--- src/hdl/itl_pkg.sv ---
// Shared types, token kind codes and keyword lookup for the token lexer.
// Used by the front, queue, back, top level and checker; no dependencies.
package itl_pkg;

  localparam int KIND_BITS   = 6;
  localparam int LINE_W      = 16;
  localparam int START_W     = 24;
  localparam int LEN_W       = 16;
  localparam int KW_BUF_BITS = 128;

  localparam int QUEUE_DEPTH = 4;
  localparam int QPTR_BITS   = $clog2(QUEUE_DEPTH);
  localparam int QCNT_BITS   = $clog2(QUEUE_DEPTH + 1);

  localparam logic [LEN_W-1:0] LENGTH_LIMIT = {LEN_W{1'b1}};

  localparam logic [KIND_BITS-1:0] KIND_END        = 6'd0;
  localparam logic [KIND_BITS-1:0] KIND_SERVICE    = 6'd1;
  localparam logic [KIND_BITS-1:0] KIND_STRUCT     = 6'd2;
  localparam logic [KIND_BITS-1:0] KIND_ENUM       = 6'd3;
  localparam logic [KIND_BITS-1:0] KIND_VERSION    = 6'd4;
  localparam logic [KIND_BITS-1:0] KIND_DIRECTION  = 6'd5;
  localparam logic [KIND_BITS-1:0] KIND_ONEWAY     = 6'd6;
  localparam logic [KIND_BITS-1:0] KIND_ASYNC      = 6'd7;
  localparam logic [KIND_BITS-1:0] KIND_CLIENT     = 6'd8;
  localparam logic [KIND_BITS-1:0] KIND_SERVER     = 6'd9;
  localparam logic [KIND_BITS-1:0] KIND_BOTH       = 6'd10;
  localparam logic [KIND_BITS-1:0] KIND_INTEGER    = 6'd11;
  localparam logic [KIND_BITS-1:0] KIND_IDENTIFIER = 6'd12;
  localparam logic [KIND_BITS-1:0] KIND_VOID       = 6'd13;
  localparam logic [KIND_BITS-1:0] KIND_BOOL       = 6'd14;
  localparam logic [KIND_BITS-1:0] KIND_INT8       = 6'd15;
  localparam logic [KIND_BITS-1:0] KIND_INT16      = 6'd16;
  localparam logic [KIND_BITS-1:0] KIND_INT32      = 6'd17;
  localparam logic [KIND_BITS-1:0] KIND_INT64      = 6'd18;
  localparam logic [KIND_BITS-1:0] KIND_UINT8      = 6'd19;
  localparam logic [KIND_BITS-1:0] KIND_UINT16     = 6'd20;
  localparam logic [KIND_BITS-1:0] KIND_UINT32     = 6'd21;
  localparam logic [KIND_BITS-1:0] KIND_UINT64     = 6'd22;
  localparam logic [KIND_BITS-1:0] KIND_STRING     = 6'd23;
  localparam logic [KIND_BITS-1:0] KIND_ARRAY      = 6'd24;
  localparam logic [KIND_BITS-1:0] KIND_MAP        = 6'd25;
  localparam logic [KIND_BITS-1:0] KIND_LBRACE     = 6'd26;
  localparam logic [KIND_BITS-1:0] KIND_RBRACE     = 6'd27;
  localparam logic [KIND_BITS-1:0] KIND_LBRACKET   = 6'd28;
  localparam logic [KIND_BITS-1:0] KIND_RBRACKET   = 6'd29;
  localparam logic [KIND_BITS-1:0] KIND_LANGLE     = 6'd30;
  localparam logic [KIND_BITS-1:0] KIND_RANGLE     = 6'd31;
  localparam logic [KIND_BITS-1:0] KIND_LPAREN     = 6'd32;
  localparam logic [KIND_BITS-1:0] KIND_RPAREN     = 6'd33;
  localparam logic [KIND_BITS-1:0] KIND_SEMICOLON  = 6'd34;
  localparam logic [KIND_BITS-1:0] KIND_COMMA      = 6'd35;
  localparam logic [KIND_BITS-1:0] KIND_EQUAL      = 6'd36;
  localparam logic [KIND_BITS-1:0] KIND_ERROR      = 6'd37;

  // one queue entry: an optional flushed word plus an optional single token
  typedef struct packed {
    logic                 has_word;
    logic [KIND_BITS-1:0] word_kind;
    logic [START_W-1:0]   word_start;
    logic [LEN_W-1:0]     word_len;
    logic                 has_single;
    logic [KIND_BITS-1:0] single_kind;
    logic [START_W-1:0]   single_start;
    logic [LEN_W-1:0]     single_len;
    logic [LINE_W-1:0]    line;
  } entry_t;

  typedef struct packed {
    logic [KIND_BITS-1:0] kind;
    logic [LINE_W-1:0]    line;
    logic [START_W-1:0]   start;
    logic [LEN_W-1:0]     len;
    logic                 last;
  } token_t;

  // word text is right aligned: last byte in the low byte, zeros above
  function automatic logic [KIND_BITS-1:0] kw_kind(input logic [KW_BUF_BITS-1:0] w);
    logic [KIND_BITS-1:0] k;
    case (w)
      KW_BUF_BITS'("service"):   k = KIND_SERVICE;
      KW_BUF_BITS'("struct"):    k = KIND_STRUCT;
      KW_BUF_BITS'("enum"):      k = KIND_ENUM;
      KW_BUF_BITS'("version"):   k = KIND_VERSION;
      KW_BUF_BITS'("direction"): k = KIND_DIRECTION;
      KW_BUF_BITS'("oneway"):    k = KIND_ONEWAY;
      KW_BUF_BITS'("async"):     k = KIND_ASYNC;
      KW_BUF_BITS'("client"):    k = KIND_CLIENT;
      KW_BUF_BITS'("server"):    k = KIND_SERVER;
      KW_BUF_BITS'("both"):      k = KIND_BOTH;
      KW_BUF_BITS'("void"):      k = KIND_VOID;
      KW_BUF_BITS'("bool"):      k = KIND_BOOL;
      KW_BUF_BITS'("int8"):      k = KIND_INT8;
      KW_BUF_BITS'("int16"):     k = KIND_INT16;
      KW_BUF_BITS'("int32"):     k = KIND_INT32;
      KW_BUF_BITS'("int64"):     k = KIND_INT64;
      KW_BUF_BITS'("uint8"):     k = KIND_UINT8;
      KW_BUF_BITS'("uint16"):    k = KIND_UINT16;
      KW_BUF_BITS'("uint32"):    k = KIND_UINT32;
      KW_BUF_BITS'("uint64"):    k = KIND_UINT64;
      KW_BUF_BITS'("string"):    k = KIND_STRING;
      KW_BUF_BITS'("array"):     k = KIND_ARRAY;
      KW_BUF_BITS'("map"):       k = KIND_MAP;
      default:                   k = KIND_IDENTIFIER;
    endcase
    return k;
  endfunction

  function automatic logic [KIND_BITS-1:0] punct_kind(input logic [7:0] c);
    logic [KIND_BITS-1:0] k;
    case (c)
      "{":     k = KIND_LBRACE;
      "}":     k = KIND_RBRACE;
      "[":     k = KIND_LBRACKET;
      "]":     k = KIND_RBRACKET;
      "<":     k = KIND_LANGLE;
      ">":     k = KIND_RANGLE;
      "(":     k = KIND_LPAREN;
      ")":     k = KIND_RPAREN;
      ";":     k = KIND_SEMICOLON;
      ",":     k = KIND_COMMA;
      "=":     k = KIND_EQUAL;
      default: k = KIND_ERROR;
    endcase
    return k;
  endfunction

endpackage

--- src/hdl/itl_queue.sv ---
// Short entry queue between the lexer front and the token back end.
// Uses itl_pkg for the entry type and depth.
module itl_queue (
  input  logic            clk,
  input  logic            rst_n,
  input  logic            push,
  input  itl_pkg::entry_t push_entry,
  output logic            push_ready,
  input  logic            pop,
  output logic            head_valid,
  output itl_pkg::entry_t head_entry
);

  localparam logic [itl_pkg::QPTR_BITS-1:0] PTR_LAST = itl_pkg::QPTR_BITS'(itl_pkg::QUEUE_DEPTH - 1);
  localparam logic [itl_pkg::QCNT_BITS-1:0] CNT_FULL = itl_pkg::QCNT_BITS'(itl_pkg::QUEUE_DEPTH);

  itl_pkg::entry_t entries_r [itl_pkg::QUEUE_DEPTH];
  logic [itl_pkg::QPTR_BITS-1:0] wr_ptr_r, rd_ptr_r;
  logic [itl_pkg::QCNT_BITS-1:0] count_r;

  assign push_ready = (count_r != CNT_FULL);
  assign head_valid = (count_r != '0);
  assign head_entry = entries_r[rd_ptr_r];

  always_ff @(posedge clk) begin
    if (push) begin
      entries_r[wr_ptr_r] <= push_entry;
    end
  end

  always_ff @(posedge clk) begin
    if (!rst_n) begin
      wr_ptr_r <= '0;
      rd_ptr_r <= '0;
      count_r  <= '0;
    end else begin
      if (push) begin
        wr_ptr_r <= (wr_ptr_r == PTR_LAST) ? '0 : wr_ptr_r + 1'b1;
      end
      if (pop) begin
        rd_ptr_r <= (rd_ptr_r == PTR_LAST) ? '0 : rd_ptr_r + 1'b1;
      end
      if (push && !pop) begin
        count_r <= count_r + 1'b1;
      end else if (pop && !push) begin
        count_r <= count_r - 1'b1;
      end
    end
  end

endmodule

--- config.mk ---
export PLATFORM = sky130hd
export DESIGN_NAME = itl_queue
export DESIGN_NICKNAME = d
export VERILOG_FILES = /design/src/hdl/itl_pkg.sv /design/src/hdl/itl_queue.sv
export SDC_FILE = /design/constraint.sdc
export NUM_CORES = 1
export LEC_CHECK = 0
export BUFFER_PORTS_ARGS = -buffer_cell sky130_fd_sc_hd__buf_2
export CELL_PAD_IN_SITES_DETAIL_PLACEMENT = 1
export CELL_PAD_IN_SITES_GLOBAL_PLACEMENT = 1
export CORE_MARGIN = 2
export CORE_UTILIZATION = 35
export DETAILED_ROUTE_END_ITERATION = 7
export PLACE_DENSITY_LB_ADDON = 0.1
export SYNTH_ARGS = -nofsm -noshare
export SYNTH_HDL_FRONTEND = slang
export SYNTH_SLANG_ARGS = --single-unit
--- constraint.sdc ---
create_clock -name clk -period 9.4 [get_ports clk]
set_clock_uncertainty 0.2 [all_clocks]
set_input_delay 0.47 -clock clk [delete_from_list [all_inputs] [get_ports clk]]
set_output_delay 0.47 -clock clk [all_outputs]
set_load 0.01 [all_outputs]
# Word level (Yosys, flattened, before mapping)
# Memories as Yosys holds them, arrays and structs flattened. A register that Yosys moved wholly into a read port is not among the register bits.
# Cells that the tools add are included.
# totals
register_bits	7
ramBits	440
inputBits	114
out_inout_bits	112
elab_cells	25
memories	1
# memory_table
memory	depth	word_bits	read_ports	rd_ports_with_merged_regs	write_ports	line	rtl
entries_r	4	110	1	1	1	itl_queue.sv:17	itl_pkg::entry_t entries_r [itl_pkg::QUEUE_DEPTH];
# classes
n_addsub	4
n_eq_ne	3
n_mux	8
n_reduce_logical	6
# ops
operator	n
2-to-1 mux 2 bit	4
2-to-1 mux 3 bit	2
adder 2 x 1 -> 2 bit (second input constant)	2
== test 2 bit (second input constant)	2
adder 3 x 1 -> 3 bit (second input constant)	1
inequality test 3 bit (second input constant)	1
nonzero test 3 bit	1
subtractor 3 x 1 -> 3 bit (second input constant)	1
logical AND 1 bit	2
logical NOT 1 bit	2
2-to-1 mux 1 bit	2
nonzero test 2 bit	1

# Longest topological paths before layout
# depth
word_depth	4
mapped_depth	7
ltp_nobuf	7

# Worst setup path after synthesis
# OpenSTA, ideal clock, no wires.
# synth_path
kind	reg2reg
from	register wr_ptr_r[0] (netlist bit)
to	memory entries_r[3][0] (netlist bit), enable pin
setup_time_ps	481
arrival_ps	3080
required_ps	8719
path_slack_ps	5639
stages_incl_launch_ff	3
n_path_buf	0
synth_period_minus_slack_ps	3761
cell_sequence	dfxtp_1 -> ha_1 -> and2_1
# synth_lines
element	line	rtl
start: declaration	itl_queue.sv:18	logic [itl_pkg::QPTR_BITS-1:0] wr_ptr_r, rd_ptr_r;
start signal: assignment	itl_queue.sv:38	wr_ptr_r <= (wr_ptr_r == PTR_LAST) ? '0 : wr_ptr_r + 1'b1;
end: declaration	itl_queue.sv:17	
# Straight into the memory's write port.

==> metrics.md <==
| Metric | Value |
|---|---|
| Final ANT Viol Nets | `0` |
| Asr flop ratio synth | `0` |
| DRC viols | `0` |
| WS Path Type | `flop to primary output` |
| Cell count after synthesis | `619` |
| Largest area contributor in the netlist | `edfxtp_1` |
| GRT Total Usage | `0.148` |
| Worst Path Required | `around 8.7 ns` |
| Setup bufs post-CTS | `0` |
| Initial antenna violation count | `3` |
| Distinct cells, synth | `21` |
| Cts repair resizes | `0` |
| Status | `finished clean` |
| Die Y | `220 um` |
| Row cnt | `slightly below 80` |
| Fin. Hold Viols | `0` |
| Final period util | `0.391` |
| Worst Slack Setup Final | `around 5.7 ns` |
| Hold Crit Depth | `3` |
| Root buf cell | `clkbuf_16` |
| Area delta synth->final | `26.5%` |
| Routability cong. | `about 0.70` |
| Cell chain of the critical path | `buf_4 > mux4_2 > buf_2` |
| Die span in x | `220 um` |
| # nets final | `between 1,000 and 1,500` |
| CP max FO | `43` |
| Sw Share | `0.213` |
| Mapped Nets | `740` |
| Num ports | `approximately 230` |
| Pre-CTS WS | `6.16 ns` |
| Vias per cell | `4.73` |
| Net Sw Power | `952 uW` |
| Clock buffer depth | `3` |
| Die Footprint | `approximately 48,000 um^2` |
| Total gr overflow | `0` |
| Netlist Area Pre-Place | `about 16,000 um^2` |
| Fill cells | `~4,300` |
| Detailed placement HPWL | `approximately 21 mm` |
| CTS tree | `yes` |
| Vias | `just under 8,000` |
| Worst Path Arrival | `about 3.0 ns` |
| RSZ-0062 raised after global routing | `false` |
| Top-area cell type share of the netlist area | `0.809` |
| Layout cells sized above 1 | `0.402` |
| Reg clk slew, reported paths | `0.05 ns` |
| Most common cell after layout, fill and taps aside | `edfxtp_1` |
| Leak pwr | `around 0.007 uW` |
| Pwr Total | `~4500 uW` |
| Clock Sink Count | `449` |
| Clock share of power | `0.390` |
| Worst path max stage delay | `0.80 ns` |
| Rel. slew slack | `0.273` |
| CP Depth | `3` |
| Top cells by area, synth | `edfxtp_1 81%, mux4_2 15%, dfxtp_1 1.1%` |
| Starting Density | `0.352` |
| Largest net degree at the start of global routing | `64` |
| Post-layout instance area | `around 21,000 um^2` |
| Post-synth EDFFs | `440` |
| Slowest CP cell | `buf_4` |
| #FFs+latches synth | `449` |
| Post-DP Area | `about 18,000 um^2` |
| Port bufs | `~230` |
| Main synth FF type | `edfxtp_1` |
| Startpoint Class | `flop` |
| Combinational Power Share | `0.089` |
| Setup TNS | `0 ns` |
| Vias in the first global route | `8,872` |
| Clk_lat worst skew | `0.55 ns` |
| Worst Reg2Reg Path Length in Cells | `3` |
| Htree depth | `2` |
| VDD IR max | `0.000149 V` |
| Cell area power density | `roughly 220 nW/um^2` |
| Fmax | `272 MHz` |
| Worst hold path type | `input port to flop` |
| Setup-failing EPs final | `0` |
| CTS buffer count | `47` |
| Flip-flop and latch area | `approximately 13,000 um^2` |
| Post-route minimum period | `between 3 and 4 ns` |
| Total core area | `roughly 46,000 um^2` |
| Final WL | `35.1 mm` |
| Drt wl/cell | `21.5 um` |
| Footprint of the multi-input gates | `between 2000 and 3000 um^2` |
| MaxCap Viol Count | `0` |
| Synth Area per Inst | `approximately 26 um^2` |
| Worst path bufs/invs | `2` |
| First-pass GRT wire length | `between 50 and 60 mm` |
| Most frequent cells in the layout | `440 x edfxtp_1, 225 x buf_2, 111 x dlygate4sd3_1` |
| Register area share after synthesis | `0.820` |
| DRT Pass-1 Iters | `4` |
| DRT iter0 DRCs | `between 200 and 300` |
| Setup crit end kind | `primary output` |
| Worst-margin pin slew | `1.09 ns` |
| P_int | `3520 uW` |
| Synth warn | `0` |
| Top delay family on crit path | `buffers and inverters` |
| Reg power frac | `0.521` |
| Slew Viols, Final | `0` |
[worst register-to-register path, delay by kind of cell (launching register included)]
| kind | cells | cell delay (ns) |
|---|---|---|
| buffers and inverters | 1 | 0.79 |
| adders and majority gates | 1 | 0.21 |
| DFF | 1 | 0.41 |
| and+or+nand+nor | 1 | 0.88 |
[cell usage after synthesis (2+ instances only)]
| master | count |
|---|---|
| mux4_2 | 110 |
| nor2b_1 | 5 |
| nor2_1 | 2 |
| buf_2 | 11 |
| mux2i_1 | 4 |
| and2_1 | 5 |
| or3_1 | 2 |
| ha_1 | 6 |
| edfxtp_1 | 440 |
| clkbuf_1 | 2 |
| inv_1 | 4 |
| buf_6 | 11 |
| dfxtp_1 | 9 |
[repair_timing]
item,in CTS,in global routing
hold endpoints to repair,441,0
hold buffers,111,0
endpoints found under the setup margin,0,0
[flip-flops by register name (all words and copies together) (netlist names), named ones only]
signal and flops:
wr_ptr_r 2, count_r 3, rd_ptr_r 2, entries_r 440
[kinds of logic after synthesis]
| group | count (synthesis) | share of synthesized area |
|---|---|---|
| flip-flops | 449 | 0.820 |
| AO/OA/AOI/OAI | 3 | 0.00123 |
| XOR/XNOR | 2 | 0.00107 |
| multiplexers | 114 | 0.154 |
| buffers and inverters | 28 | 0.0123 |
| adder cells (fa/ha/maj) | 7 | 0.00582 |
| AND/OR/NAND/NOR | 16 | 0.00559 |
[metrics by stage]
stage | util | hold WS, ns | cells
global placement | 0.391 | 0.285 | 1434
global route | 0.446 | 0.105 | 1629
floorplan | - | 0.272 | 619
finish | 0.446 | 0.102 | 1630
detailed placement | 0.391 | 0.313 | 1434
CTS | 0.446 | 0.0691 | 1629
[path summary, 6_finish.rpt]
| kind | start | endpoint | slack [ns] |
|---|---|---|---|
| max | flop | head_entry[69] | 5.72 |
| min | pop | rd_ptr_r[1] | 0.10 |
| max reg2reg | wr_ptr_r[0] | entries_r[3][55] | 6.52 |
| min reg2reg | count_r[2] | count_r[2] | 0.32 |
[final cells by class]
| class | count | area share |
|---|---|---|
| inverter | 4 | 0.000727 |
| timing repair buffer | 343 | 0.111 |
| antenna | 1 | 0.000121 |
| clock buffer | 64 | 0.0600 |
| tap | 607 | 0.0368 |
| clock inverter | 20 | 0.00999 |
| multi-input combinational | 142 | 0.133 |
| sequential | 449 | 0.648 |
[power groups by stage]
stage / clock [uW] / sequential (uW) / combinational [uW]
after floorplan: 0 / 2360 / 217
after global placement: 0 / 2370 / 361
after detailed placement: 0 / 2380 / 370
after CTS: 1810 / 2330 / 410
after global routing: 1870 / 2340 / 433
final: 1750 / 2330 / 396
[per-layer routing]
metal  share of wire  GRT usage  wire length (um)
met1            0.39      0.170             13500
met2            0.53      0.266             18600
met3           0.061     0.0409              2130
met4           0.021     0.0465               749
met5         0.00094          0                33
Power figures use the tool's default switching activity.
