File: config.mk
export PLATFORM = sky130hd
export DESIGN_NAME = itl_back
export DESIGN_NICKNAME = d
export VERILOG_FILES = /design/src/hdl/itl_pkg.sv /design/src/hdl/itl_back.sv
export SDC_FILE = /design/constraint.sdc
export NUM_CORES = 1
export LEC_CHECK = 0
export ABC_AREA = 1
export ABC_CLOCK_PERIOD_IN_PS = 2350
export BUFFER_PORTS_ARGS = -buffer_cell sky130_fd_sc_hd__clkbuf_2
export CAP_MARGIN = 20
export CELL_PAD_IN_SITES_DETAIL_PLACEMENT = 1
export CELL_PAD_IN_SITES_GLOBAL_PLACEMENT = 1
export CORE_ASPECT_RATIO = 0.7
export CORE_MARGIN = 3
export CORE_UTILIZATION = 27
export DETAILED_ROUTE_END_ITERATION = 10
export HOLD_SLACK_MARGIN = 0.15
export MAX_ROUTING_LAYER = met4
export PLACE_DENSITY_LB_ADDON = 0.3
export SETUP_SLACK_MARGIN = 0.15
export SYNTH_ARGS = -nofsm -noshare
export SYNTH_HDL_FRONTEND = slang
export SYNTH_SLANG_ARGS = --single-unit
File: constraint.sdc
create_clock -name clk -period 2.35 [get_ports clk]
set_clock_uncertainty 0.2 [all_clocks]
set_input_delay 0.47 -clock clk [delete_from_list [all_inputs] [get_ports clk]]
set_output_delay 0.47 -clock clk [all_outputs]
set_load 0.02 [all_outputs]
File: src/hdl/itl_pkg.sv
// Shared types, token kind codes and keyword lookup for the token lexer.
// Used by the front, queue, back, top level and checker; no dependencies.
package itl_pkg;

  localparam int KIND_BITS   = 6;
  localparam int LINE_W      = 16;
  localparam int START_W     = 24;
  localparam int LEN_W       = 16;
  localparam int KW_BUF_BITS = 128;

  localparam int QUEUE_DEPTH = 4;
  localparam int QPTR_BITS   = $clog2(QUEUE_DEPTH);
  localparam int QCNT_BITS   = $clog2(QUEUE_DEPTH + 1);

  localparam logic [LEN_W-1:0] LENGTH_LIMIT = {LEN_W{1'b1}};

  localparam logic [KIND_BITS-1:0] KIND_END        = 6'd0;
  localparam logic [KIND_BITS-1:0] KIND_SERVICE    = 6'd1;
  localparam logic [KIND_BITS-1:0] KIND_STRUCT     = 6'd2;
  localparam logic [KIND_BITS-1:0] KIND_ENUM       = 6'd3;
  localparam logic [KIND_BITS-1:0] KIND_VERSION    = 6'd4;
  localparam logic [KIND_BITS-1:0] KIND_DIRECTION  = 6'd5;
  localparam logic [KIND_BITS-1:0] KIND_ONEWAY     = 6'd6;
  localparam logic [KIND_BITS-1:0] KIND_ASYNC      = 6'd7;
  localparam logic [KIND_BITS-1:0] KIND_CLIENT     = 6'd8;
  localparam logic [KIND_BITS-1:0] KIND_SERVER     = 6'd9;
  localparam logic [KIND_BITS-1:0] KIND_BOTH       = 6'd10;
  localparam logic [KIND_BITS-1:0] KIND_INTEGER    = 6'd11;
  localparam logic [KIND_BITS-1:0] KIND_IDENTIFIER = 6'd12;
  localparam logic [KIND_BITS-1:0] KIND_VOID       = 6'd13;
  localparam logic [KIND_BITS-1:0] KIND_BOOL       = 6'd14;
  localparam logic [KIND_BITS-1:0] KIND_INT8       = 6'd15;
  localparam logic [KIND_BITS-1:0] KIND_INT16      = 6'd16;
  localparam logic [KIND_BITS-1:0] KIND_INT32      = 6'd17;
  localparam logic [KIND_BITS-1:0] KIND_INT64      = 6'd18;
  localparam logic [KIND_BITS-1:0] KIND_UINT8      = 6'd19;
  localparam logic [KIND_BITS-1:0] KIND_UINT16     = 6'd20;
  localparam logic [KIND_BITS-1:0] KIND_UINT32     = 6'd21;
  localparam logic [KIND_BITS-1:0] KIND_UINT64     = 6'd22;
  localparam logic [KIND_BITS-1:0] KIND_STRING     = 6'd23;
  localparam logic [KIND_BITS-1:0] KIND_ARRAY      = 6'd24;
  localparam logic [KIND_BITS-1:0] KIND_MAP        = 6'd25;
  localparam logic [KIND_BITS-1:0] KIND_LBRACE     = 6'd26;
  localparam logic [KIND_BITS-1:0] KIND_RBRACE     = 6'd27;
  localparam logic [KIND_BITS-1:0] KIND_LBRACKET   = 6'd28;
  localparam logic [KIND_BITS-1:0] KIND_RBRACKET   = 6'd29;
  localparam logic [KIND_BITS-1:0] KIND_LANGLE     = 6'd30;
  localparam logic [KIND_BITS-1:0] KIND_RANGLE     = 6'd31;
  localparam logic [KIND_BITS-1:0] KIND_LPAREN     = 6'd32;
  localparam logic [KIND_BITS-1:0] KIND_RPAREN     = 6'd33;
  localparam logic [KIND_BITS-1:0] KIND_SEMICOLON  = 6'd34;
  localparam logic [KIND_BITS-1:0] KIND_COMMA      = 6'd35;
  localparam logic [KIND_BITS-1:0] KIND_EQUAL      = 6'd36;
  localparam logic [KIND_BITS-1:0] KIND_ERROR      = 6'd37;

  // one queue entry: an optional flushed word plus an optional single token
  typedef struct packed {
    logic                 has_word;
    logic [KIND_BITS-1:0] word_kind;
    logic [START_W-1:0]   word_start;
    logic [LEN_W-1:0]     word_len;
    logic                 has_single;
    logic [KIND_BITS-1:0] single_kind;
    logic [START_W-1:0]   single_start;
    logic [LEN_W-1:0]     single_len;
    logic [LINE_W-1:0]    line;
  } entry_t;

  typedef struct packed {
    logic [KIND_BITS-1:0] kind;
    logic [LINE_W-1:0]    line;
    logic [START_W-1:0]   start;
    logic [LEN_W-1:0]     len;
    logic                 last;
  } token_t;

  // word text is right aligned: last byte in the low byte, zeros above
  function automatic logic [KIND_BITS-1:0] kw_kind(input logic [KW_BUF_BITS-1:0] w);
    logic [KIND_BITS-1:0] k;
    case (w)
      KW_BUF_BITS'("service"):   k = KIND_SERVICE;
      KW_BUF_BITS'("struct"):    k = KIND_STRUCT;
      KW_BUF_BITS'("enum"):      k = KIND_ENUM;
      KW_BUF_BITS'("version"):   k = KIND_VERSION;
      KW_BUF_BITS'("direction"): k = KIND_DIRECTION;
      KW_BUF_BITS'("oneway"):    k = KIND_ONEWAY;
      KW_BUF_BITS'("async"):     k = KIND_ASYNC;
      KW_BUF_BITS'("client"):    k = KIND_CLIENT;
      KW_BUF_BITS'("server"):    k = KIND_SERVER;
      KW_BUF_BITS'("both"):      k = KIND_BOTH;
      KW_BUF_BITS'("void"):      k = KIND_VOID;
      KW_BUF_BITS'("bool"):      k = KIND_BOOL;
      KW_BUF_BITS'("int8"):      k = KIND_INT8;
      KW_BUF_BITS'("int16"):     k = KIND_INT16;
      KW_BUF_BITS'("int32"):     k = KIND_INT32;
      KW_BUF_BITS'("int64"):     k = KIND_INT64;
      KW_BUF_BITS'("uint8"):     k = KIND_UINT8;
      KW_BUF_BITS'("uint16"):    k = KIND_UINT16;
      KW_BUF_BITS'("uint32"):    k = KIND_UINT32;
      KW_BUF_BITS'("uint64"):    k = KIND_UINT64;
      KW_BUF_BITS'("string"):    k = KIND_STRING;
      KW_BUF_BITS'("array"):     k = KIND_ARRAY;
      KW_BUF_BITS'("map"):       k = KIND_MAP;
      default:                   k = KIND_IDENTIFIER;
    endcase
    return k;
  endfunction

  function automatic logic [KIND_BITS-1:0] punct_kind(input logic [7:0] c);
    logic [KIND_BITS-1:0] k;
    case (c)
      "{":     k = KIND_LBRACE;
      "}":     k = KIND_RBRACE;
      "[":     k = KIND_LBRACKET;
      "]":     k = KIND_RBRACKET;
      "<":     k = KIND_LANGLE;
      ">":     k = KIND_RANGLE;
      "(":     k = KIND_LPAREN;
      ")":     k = KIND_RPAREN;
      ";":     k = KIND_SEMICOLON;
      ",":     k = KIND_COMMA;
      "=":     k = KIND_EQUAL;
      default: k = KIND_ERROR;
    endcase
    return k;
  endfunction

endpackage

File: src/hdl/itl_back.sv
// Token back end: splits queue entries into one or two tokens and holds
// each in an output register until the receiver takes it. Uses itl_pkg.
module itl_back (
  input  logic            clk,
  input  logic            rst_n,
  input  logic            head_valid,
  input  itl_pkg::entry_t head_entry,
  output logic            pop,
  output logic            out_valid,
  input  logic            out_ready,
  output itl_pkg::token_t out_token
);

  logic            phase_r;
  logic            out_valid_r;
  itl_pkg::token_t token_r;
  logic            load, send_word;

  assign load      = head_valid && (!out_valid_r || out_ready);
  assign send_word = head_entry.has_word && !phase_r;
  assign pop       = load && !(send_word && head_entry.has_single);
  assign out_valid = out_valid_r;
  assign out_token = token_r;

  always_ff @(posedge clk) begin
    if (load) begin
      if (send_word) begin
        token_r.kind  <= head_entry.word_kind;
        token_r.start <= head_entry.word_start;
        token_r.len   <= head_entry.word_len;
        token_r.last  <= !head_entry.has_single;
      end else begin
        token_r.kind  <= head_entry.single_kind;
        token_r.start <= head_entry.single_start;
        token_r.len   <= head_entry.single_len;
        token_r.last  <= 1'b1;
      end
      token_r.line <= head_entry.line;
    end
  end

  always_ff @(posedge clk) begin
    if (!rst_n) begin
      phase_r     <= 1'b0;
      out_valid_r <= 1'b0;
    end else begin
      if (load) begin
        out_valid_r <= 1'b1;
        phase_r     <= send_word && head_entry.has_single;
      end else if (out_ready) begin
        out_valid_r <= 1'b0;
      end
    end
  end

endmodule

# Word-level counts from Yosys, hierarchy flattened
# Cells that the tools add are included.
# word_totals
regBits	65
output_inout_bits	65
wordCells	21
inputBits	114
# classes
n_mux	4
n_reduce_logical	10
# ops
cell	n
$mux 41	1
$mux 6	1
$logic_and 1x1->1	4
$logic_not 1->1	4
$mux 1	2
$reduce_bool 2->1	1
$logic_or 1x1->1	1

# Depth between registers and ports, before layout
# Gate-level depths: netlist (run 1).
# depth
ltp_word	5
depth_mapped	6
ltp_nobuf	6

# Worst setup path after synthesis (run 1)
# No wires, ideal clock.
# synth_path
path_kind	in2reg
from	input out_ready
to	register token_r, in the netlist out_token[0], enable pin
t_required_ns	1.733
stages	4
path_buffers	0
setup_ns	0.417
slack_ns	-0.141
arrival_ns	1.874
cell_sequence	inv_1 nand2_1 nand2_1 inv_1
# synth_between
elab_chain_len	2
# synth_rtl
item	line_no	text
start: declaration	itl_back.sv:10	input logic out_ready,
$logic_or 1x1->1	itl_back.sv:19	assign load = head_valid && (!out_valid_r || out_ready);
$logic_and 1x1->1	itl_back.sv:19	
named net load	itl_back.sv:17	logic load, send_word;
end: declaration	itl_back.sv:16	itl_pkg::token_t token_r;
# The timed path passes the listed nets, and every way through them passes these cells.
# A chain may end at the register's enable or synchronous reset.

# Worst setup path in the final report (run 1)
# layout_path
from	register out_valid_r, in the netlist out_valid
to	output pop
# layout_between
elab_chain_len	4
# layout_rtl
item	line_no	text
start: declaration	itl_back.sv:15	logic out_valid_r;
start signal: assignment	itl_back.sv:45	out_valid_r <= 1'b0;
start signal: assignment	itl_back.sv:48	out_valid_r <= 1'b1;
start signal: assignment	itl_back.sv:51	out_valid_r <= 1'b0;
$logic_not 1->1	itl_back.sv:19	
$logic_or 1x1->1	itl_back.sv:19	
$logic_and 1x1->1	itl_back.sv:19	
$logic_and 1x1->1	itl_back.sv:21	assign pop = load && !(send_word && head_entry.has_single);
end: declaration	itl_back.sv:8	output logic pop,
# No other way between the ends.

==> metrics.cfg, run 1 <==
[worst_hold_path]
hold_path.class = input port to flop

[floorplanning]
die_w_microns = 124
rows = 29
die_height_microns = 88.8
io_pins = 179
die_area_sq_um = 11000
initial_core_util = 0.285
coreArea_sq_um = 9290

[grt]
top_usage_layer = met2
antenna_found_initial = 0
globalRouteMet1Util = 0.184
globalRouteOverflowTotal = 0
grt_pass1_vias = 2379
grt_start_max_net_pins = 64
grt_pass1_wl_microns = 12400
met2_usage = 0.234
grt_util_met3 = 0.0573
grt_use_total = 0.152

[place]
dp_hpwl_microns = 5820
place_ws_ps = 463
port-buffer-count = 178
gp_congestion = 0.784

[logic_synthesis]
yosysTopAreaCell = edfxtp_1
syn-instance-count = 227
syn-cell-area_sq_um = 2640
syn_avg_cell_area_sq_um = 11.6
yosys_warnings = 0
synth_nets = 341
synth_area_leaders = edfxtp_1 72%, nand2_1 19%, nand2_2 2.4%
seq_area_frac_synth = 0.731
ys_ff_latch = 65
synth_cell_types = 14
yosysTopAreaCellShare = 0.716

[clock_network]
cts_root_buf = clkbuf_16
cts_made_buffers = 9
clk_pin_slew_worst_paths_ps = 60
ctsResizeCount = 0
post_cts_buffers = 0
tritoncts = done
htreeDepth = 3
clock_sinks = 65
clk_latency_ps = 330
clk_path_buf_depth = 2

[detailed_routing]
firstDrtPassIters = 4
drt-total-wl_microns = 8170
drt_iter0_drc = 153
vias = 2359
antenna_left = 0
drc = 0
avgRoutedWirePerCell_microns = 14.7
via_per_inst = 4.25

[layout]
nFillCells = 1091
antenna_cells = 0
multi_input_area_sq_um = 591
layout_commonest_cell = clkbuf_2
layout_common_cells = 178 x clkbuf_2, 131 x nand2_1, 63 x edfxtp_1
nets = 541
seq_area_sq_um = 1930
drive_gt1_frac = 0.490
syn2layout_area_growth_pct = 55.5

[critical_path]
slowest_stage = dfxtp_1
crit_required_ps = 1680
crit_buf_inv = 1
end_kind = primary output
crit_path_max_incr_delay_ps = 320
setup.worst_path.class = flop to primary output
critPathTopFamily = simple AND/OR/NAND/NOR gates
critPathMaxFanout = 4
critPathArrivalTime_ps = 1200
start_kind = flop
crit_chain = nand2_1 -> nand2_2 -> nor2_1 -> clkbuf_2

[sta]
max_freq_ghz = 0.534
drv_slew = 0
grt_setup_unrepaired = no
slew_headroom = 0.682
fin_tns_setup_ps = 0
fin_crit_ps = 1870
timing.final.crit_share = 0.796
fin_hold_ws_ps = 204
worst_slack_ps = 479
worst_slew_pin_slew_ps = 477
setup_viol = 0
hold_viol = 0

[run_status]
status = completed

[power_and_ir_drop]
ir_worst_vdd_mv = 0.294
p_leak_nw = 2.07
power_w = 0.00330
p_per_area_nw_per_um2 = 802

[flow_run]
max_cap_viol_count = 0

## through the flow
step / util / area, sq um / std cells
final: 0.443 / 4110 / 555
after global routing: 0.443 / 4110 / 555
after CTS: 0.443 / 4110 / 555
after detailed placement: 0.391 / 3630 / 523
after global placement: 0.391 / 3630 / 523
after floorplan: - / 2650 / 227
## timing repair
action	CTS	global route
endpoints found under the setup margin	0	0
hold buffers	17	0
endpoints found under the hold margin	17	0
## metal layers
metal | wire, microns | share of wire
met1 | 3560 | 0.44
met2 | 3850 | 0.47
met3 | 642 | 0.079
met4 | 110 | 0.013
met5 | 0 | 0
## registers in the layout, summed over array words and instances (netlist names)
signal / cells
out_token: 63
out_valid: 1
phase_r: 1
## logic make-up (layout without fill, tap and decap cells)
logic type	Yosys count	count (layout)	synth area share
and+or+nand+nor	146	146	0.220
DFF	65	65	0.731
AOI/OAI and AO/OA	1	1	0.00284
buffers and inverters	15	219	0.0468
## cells in the mapped netlist, drive strengths merged
cell type  count
a21boi         1
dfxtp          2
nand2        143
edfxtp        63
inv            6
nor2           3
buf            9
## tightest hold or removal path: stages
cell	delay (ps)
clkbuf_2	70
nand2_1	40
nand2_1	50
## report_power, final
part	leakage [nW]	internal [W]	switching (W)
Sequential	0.631	0.00139	0.0000260
Combinational	1.28	0.000186	0.000299
Clock	0.155	0.000917	0.000485
## cell type report
cell class,instances,area share
Clock buffer,9,0.0548
Clock inverter,6,0.0204
Inverter,6,0.00700
Multi-Input combinational cell,147,0.144
Sequential cell,65,0.470
Tap cell,124,0.0377
Timing Repair Buffer,198,0.267
## final timing paths
| path | startpoint | end | slack [ps] | cells after the start |
|---|---|---|---|---|
| max | out_valid | pop | 480 | 4 |
| min | head_entry[85] | out_token[23] | 200 | 3 |
| max reg2reg | phase_r | out_token[7] | 690 | 6 |
| min reg2reg | out_valid | out_valid | 340 | 2 |
No activity file was read; power rests on OpenSTA's default activity.
==> inputs of run 2 (changes only) <==
--- a/config.mk
+++ b/config.mk
@@ -6,14 +6,14 @@
 export NUM_CORES = 1
 export LEC_CHECK = 0
 export ABC_AREA = 1
-export ABC_CLOCK_PERIOD_IN_PS = 2350
+export ABC_CLOCK_PERIOD_IN_PS = 1900
 export BUFFER_PORTS_ARGS = -buffer_cell sky130_fd_sc_hd__clkbuf_2
 export CAP_MARGIN = 20
 export CELL_PAD_IN_SITES_DETAIL_PLACEMENT = 1
 export CELL_PAD_IN_SITES_GLOBAL_PLACEMENT = 1
 export CORE_ASPECT_RATIO = 0.7
 export CORE_MARGIN = 3
-export CORE_UTILIZATION = 27
+export CORE_UTILIZATION = 30
 export DETAILED_ROUTE_END_ITERATION = 10
 export HOLD_SLACK_MARGIN = 0.15
 export MAX_ROUTING_LAYER = met4
==> constraint.sdc (replaced) <==
create_clock -name clk -period 1.9 [get_ports clk]
set_clock_uncertainty 0.2 [all_clocks]
set_input_delay 0.38 -clock clk [delete_from_list [all_inputs] [get_ports clk]]
set_output_delay 0.38 -clock clk [all_outputs]
set_load 0.02 [all_outputs]
==> run 2 against run 1 <==
  * Clock-buffer cell count is 2 higher
  * Non-clock buffer count is 73 higher
  * Hold slack worse by 53 ps
  * Sequential cell count stayed put
  * Global-route usage is 7.3 points higher
  * Cell count is 12% higher
  * Register-to-register slack worse by 280 ps
  * Critical path type unchanged
  * Critical endpoint unchanged
  * Largest power group unchanged
  * Highest routed layer unchanged
==> metrics.cfg, run 2 (synthesis gave the netlist of run 1 again) <==
[run_status]
status = completed

[clock_network]
cts_made_buffers = 9  ; unchanged
clock_sinks = 65  ; unchanged
cts_root_buf = clkbuf_16
clk_path_buf_depth = 2  ; unchanged
tritoncts = done
post_cts_buffers = 0  ; unchanged
htreeDepth = 3  ; unchanged
clk_pin_slew_worst_paths_ps = 50  ; about the same
clk_latency_ps = 320  ; about the same

[detailed_routing]
topRoutingLayerUsed = met4
firstDrtPassIters = 4  ; unchanged
drt-total-wl_microns = 10700  ; +31%
vias = 2702  ; +15%
via_per_inst = 4.35  ; +2.4%
wirelength_met1_microns = 4330  ; +22%
avgRoutedWirePerCell_microns = 17.2  ; +17%
antenna_left = 0  ; unchanged
drc = 0  ; unchanged
drt_iter0_drc = 133  ; -13%
route.met3.wl_microns = 838  ; +31%
wl_met2_microns = 5360  ; +39%

[place]
dp_hpwl_microns = 6250  ; +7.4%
gp_congestion = 0.716  ; -8.8%
port-buffer-count = 178  ; unchanged
dp_cells = 516  ; -1.3%

[floorplanning]
die_w_microns = 118  ; -4.9%
rows = 27  ; -6.9%
coreArea_sq_um = 8210  ; -12%
die_height_microns = 84.5  ; -4.8%
io_pins = 179  ; unchanged
die_area_sq_um = 9990  ; -9.4%
initial_core_util = 0.322  ; +0.0374

[power_and_ir_drop]
power_w = 0.00411  ; +25%
p_sw_w = 0.00104  ; +29%
power_frac_comb = 0.187  ; +0.040
seqPwrFrac = 0.426  ; -0.002
p_per_area_nw_per_um2 = 843  ; +5.1%
internal_power_w = 0.00306  ; +23%
p_leak_nw = 2.38  ; +15%
switching_share = 0.254  ; +0.00871
clockPowerShare = 0.388  ; -0.037
ir_worst_vdd_mv = 0.410  ; +40%

[critical_path]
critPathMaxFanout = 4  ; unchanged
end_kind = primary output
crit_path_max_incr_delay_ps = 310  ; about the same
start_kind = flop
critPathArrivalTime_ps = 1080  ; -120 ps
crit_top_cell = nor2_4
slowest_stage = dfxtp_1
setup.worst_path.class = flop to primary output
crit_required_ps = 1320  ; -360 ps
crit_chain = inv_2 -> nand2_4 -> nor2_4 -> nor2_4 -> buf_6

[sta]
fin_hold_ws_ps = 151  ; -52.9 ps
setup_viol = 0  ; unchanged
grt_setup_unrepaired = no
timing.final.crit_share = 0.876
slew_headroom = 0.677  ; -0.00422
max_freq_ghz = 0.601
fin_crit_ps = 1660
drv_slew = 0  ; unchanged
worst_slew_pin_slew_ps = 484  ; +6.33 ps
hold_viol = 0  ; unchanged

[layout]
utilization = 0.594  ; +0.151
antenna_cells = 0  ; unchanged
seq_area_sq_um = 1940  ; +0.19%
nets = 614  ; +13%
largest_register_ffs = 63  ; unchanged
layout_commonest_cell = clkbuf_2
layout.cells.non_filler = 621  ; +12%
syn2layout_area_growth_pct = 84.3
nFillCells = 945  ; -13%
layout_common_cells = 177 x clkbuf_2, 130 x nand2_1, 89 x dlygate4sd3_1
multi_input_area_sq_um = 618  ; +4.7%
drive_gt1_frac = 0.428  ; -0.0618

[grt]
grt_use_total = 0.225  ; +0.0733
antenna_found_initial = 0  ; unchanged
globalRouteOverflowTotal = 0  ; unchanged
grt_pass1_vias = 3094  ; +30%
grt_pass1_wl_microns = 16800  ; +35%
grt_start_max_net_pins = 47  ; -27%

[flow_run]
max_cap_viol_count = 0  ; unchanged

[worst_hold_path]
hold_path.class = input port to flop

[run 2: through the flow]
stage          setup WS (ps)  instance area, sq um  TNS (ps)
6_report                 235                  4870         0
3_3_place_gp             232                  3670         0
4_1_cts                  151                  4850         0
3_5_place_dp             203                  3670         0
2_1_floorplan           -116                  2680     -7290
5_1_grt                  185                  4870         0
[run 2: path summary, 6_finish.rpt]
| kind | slack [ps] | to | from | cells past startpoint |
|---|---|---|---|---|
| worst max-delay path | 240 | pop | phase_r | 5 |
| worst min-delay path | 150 | out_token[57] | head_entry[103] | 3 |
| worst max register to register | 410 | out_token[34] | out_valid | 4 |
| worst min register to register | 340 | out_valid | out_valid | 2 |
[run 2: routing by layer]
layer  GRT usage  up-vias
li1            -     1286
met1       0.257     1258
met2       0.393      145
met3      0.0646       13
met4      0.0564        0
met5           -        -
[run 2: worst max-delay path: cells and delay by family, from the launching register on]
family                 cells  cell delay, ps
DFF                        1             310
and+or+nand+nor            3             260
buffers and inverters      2             190
[run 2: final cells by class]
| cell class | count | area share |
|---|---|---|
| flip-flops and latches | 65 | 0.397 |
| multi-input cells | 147 | 0.127 |
| well taps | 116 | 0.0298 |
| repair buffers | 271 | 0.378 |
| clock inverters | 5 | 0.0116 |
| inverters | 6 | 0.00847 |
| clock buffers | 11 | 0.0478 |
[run 2: power groups by stage]
| stage | clock network (W) | logic, W | registers [W] |
|---|---|---|---|
| floorplan | 0 | 0.000193 | 0.00191 |
| global placement | 0 | 0.000574 | 0.00177 |
| detailed placement | 0 | 0.000592 | 0.00177 |
| CTS | 0.00161 | 0.000742 | 0.00175 |
| global route | 0.00170 | 0.000834 | 0.00176 |
| finish | 0.00159 | 0.000768 | 0.00175 |
[run 2: timing repair]
action	in CTS	in global routing
resized for setup	0	7
endpoints found under the setup margin	0	1
hold buffers	89	0
endpoints found under the hold margin	58	0
